**src/pic_pkg.sv**
```systemverilog
// Shared types, command codes and control-word constants for the interrupt controller.
`default_nettype none

package pic_pkg;

    // Beat command codes
    typedef enum logic [1:0] {
        CMD_WRITE  = 2'd0,
        CMD_READ   = 2'd1,
        CMD_SAMPLE = 2'd2,
        CMD_ACK    = 2'd3
    } pic_cmd_t;

    // Port select codes
    localparam logic PORT_CMD  = 1'b0;
    localparam logic PORT_DATA = 1'b1;

    // Control-word bits
    localparam logic [7:0] ICW1_INIT      = 8'h10;
    localparam logic [7:0] ICW1_NEED_ICW4 = 8'h01;
    localparam logic [7:0] ICW1_SINGLE    = 8'h02;
    localparam logic [7:0] ICW1_LEVEL     = 8'h08;
    localparam logic [7:0] ICW4_AUTO_EOI  = 8'h02;
    localparam logic [7:0] OCW3_FLAG      = 8'h08;
    localparam logic [7:0] OCW3_READ_IRR  = 8'h0a;
    localparam logic [7:0] OCW3_READ_ISR  = 8'h0b;
    localparam logic [7:0] OCW2_NS_EOI    = 8'h20;
    localparam logic [7:0] OCW2_CODE_MASK = 8'he0;

    // One accepted input beat
    typedef struct packed {
        pic_cmd_t   cmd;
        logic       port_select;
        logic [7:0] write_data;
        logic [7:0] irq_lines;
    } pic_item_t;

    // One result beat
    typedef struct packed {
        logic [7:0] read_data;
        logic       int_out;
        logic [7:0] vector;
        logic       vector_valid;
    } pic_result_t;

    // Lowest set bit index; bit 3 set means no bit set
    function automatic logic [3:0] first_bit(input logic [7:0] v);
        logic [3:0] idx;
        idx = 4'd8;
        for (int i = 7; i >= 0; i--)
        begin
            if (v[i])
            begin
                idx = 4'(i);
            end
        end
        return idx;
    endfunction

endpackage

`default_nettype wire

```
**src/pic_if.sv**
```systemverilog
// Valid/ready channel interfaces for controller input beats and result beats.
`default_nettype none

interface pic_item_if;
    logic       valid;
    logic       ready;
    logic [1:0] cmd;
    logic       port_select;
    logic [7:0] write_data;
    logic [7:0] irq_lines;

    modport source (output valid, output cmd, output port_select, output write_data,
                    output irq_lines, input ready);
    modport sink   (input valid, input cmd, input port_select, input write_data,
                    input irq_lines, output ready);
endinterface

interface pic_result_if;
    logic       valid;
    logic       ready;
    logic [7:0] read_data;
    logic       int_out;
    logic [7:0] vector;
    logic       vector_valid;

    modport source (output valid, output read_data, output int_out, output vector,
                    output vector_valid, input ready);
    modport sink   (input valid, input read_data, input int_out, input vector,
                    input vector_valid, output ready);
endinterface

`default_nettype wire

```
**src/pic_prio.sv**
```systemverilog
// Fixed-priority resolver: picks the unmasked request that outranks all in-service levels.
`default_nettype none

module pic_prio
    import pic_pkg::*;
(
    input  logic [7:0] irr,
    input  logic [7:0] imr,
    input  logic [7:0] isr,
    output logic [3:0] win
);

    logic [3:0] req_idx;
    logic [3:0] srv_idx;

    // Line 0 ranks highest; index eight means nothing qualifies
    assign req_idx = first_bit(irr & ~imr);
    assign srv_idx = first_bit(isr);
    assign win     = (req_idx < srv_idx) ? req_idx : 4'd8;

endmodule

`default_nettype wire

```
**src/pic_core.sv**
```systemverilog
// Controller state: init sequence, IRR/ISR/IMR and mode bits, updated once per beat.
`default_nettype none

module pic_core
    import pic_pkg::*;
(
    input  logic        clk,
    input  logic        rst_n,
    input  logic        fire,
    input  pic_item_t   item,
    output pic_result_t res
);

    typedef enum logic [1:0] {
        INIT_IDLE = 2'd0,
        INIT_ICW2 = 2'd1,
        INIT_ICW3 = 2'd2,
        INIT_ICW4 = 2'd3
    } init_t;

    init_t      init_reg,   init_next;
    logic [7:0] irr_reg,    irr_next;
    logic [7:0] isr_reg,    isr_next;
    logic [7:0] imr_reg,    imr_next;
    logic [4:0] base_reg,   base_next;
    logic       icw4_reg,   icw4_next;
    logic       single_reg, single_next;
    logic       level_reg,  level_next;
    logic       aeoi_reg,   aeoi_next;
    logic       rsel_reg,   rsel_next;
    logic [7:0] prev_reg,   prev_next;

    logic [3:0] win_now;
    logic [3:0] win_after;

    pic_prio u_prio_now (
        .irr (irr_reg),
        .imr (imr_reg),
        .isr (isr_reg),
        .win (win_now)
    );

    pic_prio u_prio_after (
        .irr (irr_next),
        .imr (imr_next),
        .isr (isr_next),
        .win (win_after)
    );

    // Decode the beat and form next state and result
    always_comb
    begin
        init_next   = init_reg;
        irr_next    = irr_reg;
        isr_next    = isr_reg;
        imr_next    = imr_reg;
        base_next   = base_reg;
        icw4_next   = icw4_reg;
        single_next = single_reg;
        level_next  = level_reg;
        aeoi_next   = aeoi_reg;
        rsel_next   = rsel_reg;
        prev_next   = prev_reg;

        res.read_data    = 8'h00;
        res.vector       = 8'h00;
        res.vector_valid = 1'b0;

        case (item.cmd)
            CMD_WRITE:
            begin
                if (item.port_select == PORT_DATA)
                begin
                    case (init_reg)
                        INIT_ICW2:
                        begin
                            base_next = item.write_data[7:3];
                            if (!single_reg)
                            begin
                                init_next = INIT_ICW3;
                            end
                            else
                            begin
                                init_next = icw4_reg ? INIT_ICW4 : INIT_IDLE;
                            end
                        end
                        INIT_ICW3:
                        begin
                            // Cascade wiring word carries nothing this unit acts on
                            init_next = icw4_reg ? INIT_ICW4 : INIT_IDLE;
                        end
                        INIT_ICW4:
                        begin
                            aeoi_next = (item.write_data & ICW4_AUTO_EOI) != 8'h00;
                            init_next = INIT_IDLE;
                        end
                        default:
                        begin
                            imr_next = item.write_data;
                        end
                    endcase
                end
                else if ((item.write_data & ICW1_INIT) != 8'h00)
                begin
                    // ICW1: restart the sequence, keep IRR and ISR
                    imr_next    = 8'h00;
                    rsel_next   = 1'b0;
                    level_next  = (item.write_data & ICW1_LEVEL) != 8'h00;
                    single_next = (item.write_data & ICW1_SINGLE) != 8'h00;
                    icw4_next   = (item.write_data & ICW1_NEED_ICW4) != 8'h00;
                    aeoi_next   = 1'b0;
                    init_next   = INIT_ICW2;
                end
                else if ((item.write_data & OCW3_FLAG) != 8'h00)
                begin
                    // OCW3: read-register select when its enable bit is set
                    if ((item.write_data & (OCW3_READ_IRR & ~OCW3_FLAG)) != 8'h00)
                    begin
                        rsel_next = (item.write_data & (OCW3_READ_ISR & ~OCW3_READ_IRR))
                                    != 8'h00;
                    end
                end
                else if ((item.write_data & OCW2_CODE_MASK) == OCW2_NS_EOI)
                begin
                    // Non-specific EOI: drop the highest-priority in-service bit
                    isr_next = isr_reg & (isr_reg - 8'd1);
                end
            end
            CMD_READ:
            begin
                if (item.port_select == PORT_DATA)
                begin
                    res.read_data = imr_reg;
                end
                else
                begin
                    res.read_data = rsel_reg ? isr_reg : irr_reg;
                end
            end
            CMD_SAMPLE:
            begin
                if (level_reg)
                begin
                    irr_next = item.irq_lines;
                end
                else
                begin
                    irr_next = irr_reg | (item.irq_lines & ~prev_reg);
                end
                prev_next = item.irq_lines;
            end
            CMD_ACK:
            begin
                if (!win_now[3])
                begin
                    irr_next = irr_reg & ~(8'd1 << win_now[2:0]);
                    if (!aeoi_reg)
                    begin
                        isr_next = isr_reg | (8'd1 << win_now[2:0]);
                    end
                    res.vector       = {base_reg, win_now[2:0]};
                    res.vector_valid = 1'b1;
                end
                else
                begin
                    // Spurious acknowledge: lowest-priority vector, no state change
                    res.vector = {base_reg, 3'b111};
                end
            end
            default:
            begin
                res.read_data = 8'h00;
            end
        endcase

        res.int_out = !win_after[3];
    end

    // Hold state; advance only on a processed beat
    always_ff @(posedge clk or negedge rst_n)
    begin
        if (!rst_n)
        begin
            init_reg   <= INIT_IDLE;
            irr_reg    <= 8'h00;
            isr_reg    <= 8'h00;
            imr_reg    <= 8'h00;
            base_reg   <= 5'd0;
            icw4_reg   <= 1'b0;
            single_reg <= 1'b0;
            level_reg  <= 1'b0;
            aeoi_reg   <= 1'b0;
            rsel_reg   <= 1'b0;
            prev_reg   <= 8'h00;
        end
        else if (fire)
        begin
            init_reg   <= init_next;
            irr_reg    <= irr_next;
            isr_reg    <= isr_next;
            imr_reg    <= imr_next;
            base_reg   <= base_next;
            icw4_reg   <= icw4_next;
            single_reg <= single_next;
            level_reg  <= level_next;
            aeoi_reg   <= aeoi_next;
            rsel_reg   <= rsel_next;
            prev_reg   <= prev_next;
        end
    end

`ifndef SYNTHESIS
    // ISR gains bits only through an acknowledge beat
    assert property (@(posedge clk) disable iff (!rst_n)
        !(fire && item.cmd == CMD_ACK) |=> ((isr_reg & ~$past(isr_reg)) == 8'h00))
        else $error("ISR bit set outside an acknowledge");

    // Auto EOI never leaves a line in service
    assert property (@(posedge clk) disable iff (!rst_n)
        (fire && aeoi_reg) |=> ((isr_reg & ~$past(isr_reg)) == 8'h00))
        else $error("ISR grew with auto EOI on");

    // A delivered vector moves exactly one line out of IRR
    assert property (@(posedge clk) disable iff (!rst_n)
        (fire && res.vector_valid) |=>
            ($countones($past(irr_reg) & ~irr_reg) == 1))
        else $error("acknowledge did not clear exactly one request");

    // Interrupt output is raised only while an unmasked request is pending
    assert property (@(posedge clk) disable iff (!rst_n)
        (fire && res.int_out) |-> ((irr_next & ~imr_next) != 8'h00))
        else $error("interrupt raised with no unmasked request");
`endif

endmodule

`default_nettype wire

```
**src/programmable_interrupt_controller.sv**
```systemverilog
// Top level of the 8259A-style interrupt controller: input register, core, result register.
`default_nettype none

// Every input beat (bus write, bus read, line sample or acknowledge) produces exactly one
// result beat. A beat is captured in the input register at the edge that accepts it. At the
// first edge after that at which the output register is free or draining, it is decoded and
// applied to the controller state, and its result is loaded into the output register. The
// path is two register stages, input register and output register, from input pins to result
// pins. One beat per cycle is sustained while the result sink stays ready, because the state
// update is a single pass through the decoder and the 8-bit priority resolver. The input
// stays ready while a result waits, until both the input register and the output register are full.
module programmable_interrupt_controller
    import pic_pkg::*;
(
    input  logic            clk,
    input  logic            rst_n,
    pic_item_if.sink        item,
    pic_result_if.source    result
);

    logic        in_vld_reg;
    pic_item_t   item_reg;
    logic        out_vld_reg;
    pic_result_t res_reg;

    logic        advance;
    logic        take_in;
    pic_result_t core_res;

    // Move the held beat into the core when the result slot is free or draining
    assign advance    = in_vld_reg && (!out_vld_reg || result.ready);
    assign take_in    = item.valid && item.ready;
    assign item.ready = !in_vld_reg || advance;

    pic_core u_core (
        .clk   (clk),
        .rst_n (rst_n),
        .fire  (advance),
        .item  (item_reg),
        .res   (core_res)
    );

    // Track occupancy of both registers
    always_ff @(posedge clk or negedge rst_n)
    begin
        if (!rst_n)
        begin
            in_vld_reg  <= 1'b0;
            out_vld_reg <= 1'b0;
        end
        else
        begin
            if (take_in)
            begin
                in_vld_reg <= 1'b1;
            end
            else if (advance)
            begin
                in_vld_reg <= 1'b0;
            end

            if (advance)
            begin
                out_vld_reg <= 1'b1;
            end
            else if (result.ready)
            begin
                out_vld_reg <= 1'b0;
            end
        end
    end

    // Capture payloads
    always_ff @(posedge clk)
    begin
        if (take_in)
        begin
            item_reg.cmd         <= pic_cmd_t'(item.cmd);
            item_reg.port_select <= item.port_select;
            item_reg.write_data  <= item.write_data;
            item_reg.irq_lines   <= item.irq_lines;
        end
        if (advance)
        begin
            res_reg <= core_res;
        end
    end

    assign result.valid        = out_vld_reg;
    assign result.read_data    = res_reg.read_data;
    assign result.int_out      = res_reg.int_out;
    assign result.vector       = res_reg.vector;
    assign result.vector_valid = res_reg.vector_valid;

endmodule

`default_nettype wire
```
**src/flat_wrapper.sv**
```systemverilog
// flat-port wrapper written by rule: the top's interface ports become plain ports
module programmable_interrupt_controller_flat import pic_pkg::*;
  (clk, rst_n, item_valid, item_cmd, item_port_select, item_write_data, item_irq_lines, item_ready, result_valid, result_read_data, result_int_out, result_vector, result_vector_valid, result_ready);
  pic_item_if item_i ();
  pic_result_if result_i ();
  input  logic clk;
  input  logic rst_n;
  input wire logic [$bits(item_i.valid)-1:0] item_valid;
  input wire logic [$bits(item_i.cmd)-1:0] item_cmd;
  input wire logic [$bits(item_i.port_select)-1:0] item_port_select;
  input wire logic [$bits(item_i.write_data)-1:0] item_write_data;
  input wire logic [$bits(item_i.irq_lines)-1:0] item_irq_lines;
  output wire logic [$bits(item_i.ready)-1:0] item_ready;
  output wire logic [$bits(result_i.valid)-1:0] result_valid;
  output wire logic [$bits(result_i.read_data)-1:0] result_read_data;
  output wire logic [$bits(result_i.int_out)-1:0] result_int_out;
  output wire logic [$bits(result_i.vector)-1:0] result_vector;
  output wire logic [$bits(result_i.vector_valid)-1:0] result_vector_valid;
  input wire logic [$bits(result_i.ready)-1:0] result_ready;
  assign item_i.valid = item_valid;
  assign item_i.cmd = item_cmd;
  assign item_i.port_select = item_port_select;
  assign item_i.write_data = item_write_data;
  assign item_i.irq_lines = item_irq_lines;
  assign item_ready = item_i.ready;
  assign result_valid = result_i.valid;
  assign result_read_data = result_i.read_data;
  assign result_int_out = result_i.int_out;
  assign result_vector = result_i.vector;
  assign result_vector_valid = result_i.vector_valid;
  assign result_i.ready = result_ready;
  programmable_interrupt_controller u_core (.clk(clk), .rst_n(rst_n), .item(item_i), .result(result_i));
endmodule
```
**config.mk**
```make
export PLATFORM = sky130hd
export DESIGN_NAME = programmable_interrupt_controller_flat
export DESIGN_NICKNAME = d
export VERILOG_FILES = /design/src/pic_pkg.sv /design/src/pic_if.sv /design/src/pic_prio.sv /design/src/pic_core.sv /design/src/programmable_interrupt_controller.sv /design/src/flat_wrapper.sv
export SDC_FILE = /design/constraint.sdc
export NUM_CORES = 1
export LEC_CHECK = 0
export ABC_CLOCK_PERIOD_IN_PS = 5040
export BUFFER_PORTS_ARGS = -buffer_cell sky130_fd_sc_hd__buf_2
export CAP_MARGIN = 20
export CORE_MARGIN = 10
export CORE_UTILIZATION = 56
export CTS_BUF_LIST = sky130_fd_sc_hd__clkbuf_4
export CTS_CLUSTER_DIAMETER = 150
export DETAILED_ROUTE_END_ITERATION = 7
export PLACE_DENSITY = 0.74
export SLEW_MARGIN = 0
export SYNTH_ARGS = -nofsm -noshare
export SYNTH_HDL_FRONTEND = slang
export SYNTH_HIERARCHICAL = 1
export SYNTH_SLANG_ARGS = --single-unit
```
**constraint.sdc**
```tcl
create_clock -name clk -period 5.04 [get_ports clk]
set_input_delay 0.504 -clock clk [delete_from_list [all_inputs] [get_ports clk]]
set_output_delay 0.504 -clock clk [all_outputs]
set_load 0.005 [all_outputs]
```
==> flow_metrics.env <==
export IMPL_multi_input_area_sq_um=2500
export IMPL_area_sequential_sq_um=2260
export IMPL_total_switching_power_mw=0.725
export IMPL_final_antenna_net_count=0
export IMPL_design_area_sq_um=5490
export IMPL_grt_overflow_total=0
export IMPL_post_route_clock_period_utilization=0.931
export IMPL_place_congestion=0.988
export IMPL_clk_pin_slew_worst_paths_ps=140
export IMPL_post_detailed_placement_half_perimeter_wirelength_um=9830
export IMPL_port_buffer_count=42
export IMPL_cap_viol_max_count=0
export IMPL_worstSetupStartpointType="flop"
export IMPL_dieArea_sq_um=13000
export IMPL_clock_sinks=83
export IMPL_ys_warnings_count=6
export IMPL_worstHoldPathType="primary input to asynchronous set/reset pin"
export IMPL_powerDensity_nw_per_um2=369
export IMPL_insertion_delay_ps=430
export IMPL_setup_viol=0
export IMPL_p_comb_frac=0.333
export IMPL_utilization=0.632
export IMPL_grt_use_met1=0.267
export IMPL_power_leakage_nw=2.33
export IMPL_max_freq_mhz=213
export IMPL_floorplan_initialDensity=0.572
export IMPL_post_synth_instance_area_sq_um=4960
export IMPL_tritoncts_clock_tree="built"
export IMPL_cts_htree_levels=3
export IMPL_synthesis_instances=470
export IMPL_synth_fp_nets=503
export IMPL_worstMarginPinSlew_ps=907
export IMPL_timing_hold_ws_ps=154
export IMPL_vdd_ir_drop_worst_mv=0.230
export IMPL_core_area_sq_um=8680
export IMPL_clock_tree_buffer_depth=2
export IMPL_max_ffs_per_register=19
export IMPL_grt_first_pass_wirelength_um=21600
export IMPL_areaGrowthSynthToFinish_pct=10.6
export IMPL_detail_route_drc_violations=0
export IMPL_critPathKind="flop to flop"
export IMPL_average_wire_per_standard_cell_um=21.5
export IMPL_root_buffer="sky130_fd_sc_hd__clkbuf_4"
export IMPL_n_fill_cell=733
export IMPL_result_of_the_run="completed"
export IMPL_critical_path_endpoint_type="flop"
export IMPL_rsz0062_at_grt="false"
export IMPL_use_met2=0.329
export IMPL_worst_endpoint_required_ps=5240
export IMPL_routed_via_count=4135
export IMPL_sequentialPowerShare=0.470
export IMPL_switching_share=0.358
export IMPL_floorplan_io_pins=43
export IMPL_die_width_um=114
export IMPL_layout_min_cycle_time_ps=4690
export IMPL_maxSlewViolCount=0
export IMPL_avg_inst_size_synth_sq_um=10.6
export IMPL_met3_use_gr=0.0419
export IMPL_total_global_route_track_usage=0.208
export IMPL_standard_cell_area_after_detailed_placement_sq_um=5320
export IMPL_antenna_found_initial=0
export IMPL_floorplan_rows=34
export IMPL_crit_arrival_ps=4900
export IMPL_drtPass1Iterations=5
export IMPL_clock_share_of_power=0.197
export IMPL_via_count_of_the_first_global_routing_pass=4072
export IMPL_number_of_antenna_repair_diodes=0
export IMPL_vias_per_cell=6.56
export IMPL_skew_ps=20.2
export IMPL_drtIter0Drc=419
export IMPL_global_route_peak_usage_layer="met2"
export IMPL_tritoncts_num_buffers=9
export IMPL_max_fanout_on_critical_path=11
export IMPL_p_int_mw=1.30
export IMPL_dieHeight_um=114
export IMPL_drive_gt1_frac=0.224
export IMPL_finalHoldViolCount=0
export IMPL_detailed_route_wl_um=13500
export IMPL_timing_slew_headroom=0.396
export IMPL_grt_start_max_net_pins=47
export IMPL_num_nets_final=550
export IMPL_setup_total_negative_slack_ps=0
==> placed cells by master, fill, tap and decap left out, types with 6 or more instances in the layout <==
cell / count
sky130_fd_sc_hd__ha_1: 10
sky130_fd_sc_hd__a31oi_1: 9
sky130_fd_sc_hd__nor3_1: 7
sky130_fd_sc_hd__a21oi_1: 17
sky130_fd_sc_hd__a211oi_1: 6
sky130_fd_sc_hd__o221ai_1: 8
sky130_fd_sc_hd__o211ai_1: 21
sky130_fd_sc_hd__buf_4: 18
sky130_fd_sc_hd__and2_1: 11
sky130_fd_sc_hd__a22o_1: 8
sky130_fd_sc_hd__inv_1: 26
sky130_fd_sc_hd__o31ai_1: 6
sky130_fd_sc_hd__o211a_1: 10
sky130_fd_sc_hd__nand2b_1: 20
sky130_fd_sc_hd__clkbuf_4: 10
sky130_fd_sc_hd__mux2_2: 11
sky130_fd_sc_hd__buf_2: 42
sky130_fd_sc_hd__nor2_1: 22
sky130_fd_sc_hd__dfrtp_1: 45
sky130_fd_sc_hd__a2bb2oi_1: 8
sky130_fd_sc_hd__o21ai_0: 13
sky130_fd_sc_hd__nand2_1: 29
sky130_fd_sc_hd__edfxtp_1: 37
sky130_fd_sc_hd__o21ai_1: 10
sky130_fd_sc_hd__nor2b_1: 20
sky130_fd_sc_hd__nand3_1: 6
==> per-stage QoR <==
| step | cells | power (mW) | worst slack, ps |
|---|---|---|---|
| after floorplan | 470 | 1.40 | 530 |
| after global placement | 613 | 1.60 | 424 |
| after detailed placement | 613 | 1.61 | 341 |
| after CTS | 629 | 2.01 | 270 |
| after global routing | 630 | 2.14 | 0.486 |
| final | 630 | 2.03 | 346 |
==> critical path, stage by stage, from the launching register on <==
cell	delay, ps
sky130_fd_sc_hd__dfrtp_1	440
sky130_fd_sc_hd__nor4_1	510
sky130_fd_sc_hd__nand3_1	150
sky130_fd_sc_hd__ha_1	240
sky130_fd_sc_hd__nor3_1	150
sky130_fd_sc_hd__o21ai_0	140
sky130_fd_sc_hd__a211oi_1	360
sky130_fd_sc_hd__o211a_2	420
sky130_fd_sc_hd__nand2b_1	190
sky130_fd_sc_hd__o211ai_1	270
sky130_fd_sc_hd__o21ai_0	210
sky130_fd_sc_hd__nand2b_4	140
sky130_fd_sc_hd__or4b_1	440
sky130_fd_sc_hd__nand2_1	70
sky130_fd_sc_hd__inv_1	40
sky130_fd_sc_hd__ha_1	270
sky130_fd_sc_hd__o211ai_1	90
sky130_fd_sc_hd__nand2_1	90
sky130_fd_sc_hd__nand4b_1	100
sky130_fd_sc_hd__o211ai_1	100
sky130_fd_sc_hd__inv_1	50
==> layer usage <==
layer / up-vias / wire length, um
li1: 1882 / -
met5: - / 0
met4: 0 / 433
met2: 188 / 6420
met3: 31 / 871
met1: 2034 / 5790
==> power groups by stage <==
stage	Clock, mW	Sequential [mW]	Combinational [mW]
2_1_floorplan	0	0.917	0.483
3_3_place_gp	0	0.959	0.638
3_5_place_dp	0	0.965	0.650
4_1_cts	0.407	0.949	0.654
5_1_grt	0.433	0.971	0.734
6_report	0.398	0.952	0.675
==> worst paths after layout <==
| check | from | end | slack, ps | depth (start not counted) |
|---|---|---|---|---|
| setup / recovery | u_core/u_core/isr_reg[2] | u_core/result.int_out | 350 | 20 |
| hold / removal | rst_n | u_core/u_core/isr_reg[0] | 150 | 2 |
| setup reg to reg | u_core/u_core/isr_reg[2] | u_core/result.int_out | 350 | 20 |
| hold reg to reg | u_core/u_core/base_reg[2] | u_core/u_core/base_reg[2] | 500 | 1 |
| max in group asynchronous | rst_n | u_core/u_core/imr_reg[4] | 4420 | 2 |
| min in group clk | item_write_data[3] | u_core/item_reg[11] | 240 | 1 |
==> cell type report <==
cell class,count,share of cell area
Clock inverter,6,0.0116
Tap cell,108,0.0246
Multi-Input combinational cell,336,0.456
Clock buffer,10,0.0137
Timing Repair Buffer,60,0.0629
Inverter,27,0.0185
Sequential cell,83,0.412
==> timing repair <==
action | in CTS | in global routing
hold buffers | 0 | 0
gates resized for setup | 0 | 11
endpoints found under the setup margin | 0 | 1
buffers inserted | 0 | 1
(Power assumes the default switching activity.)
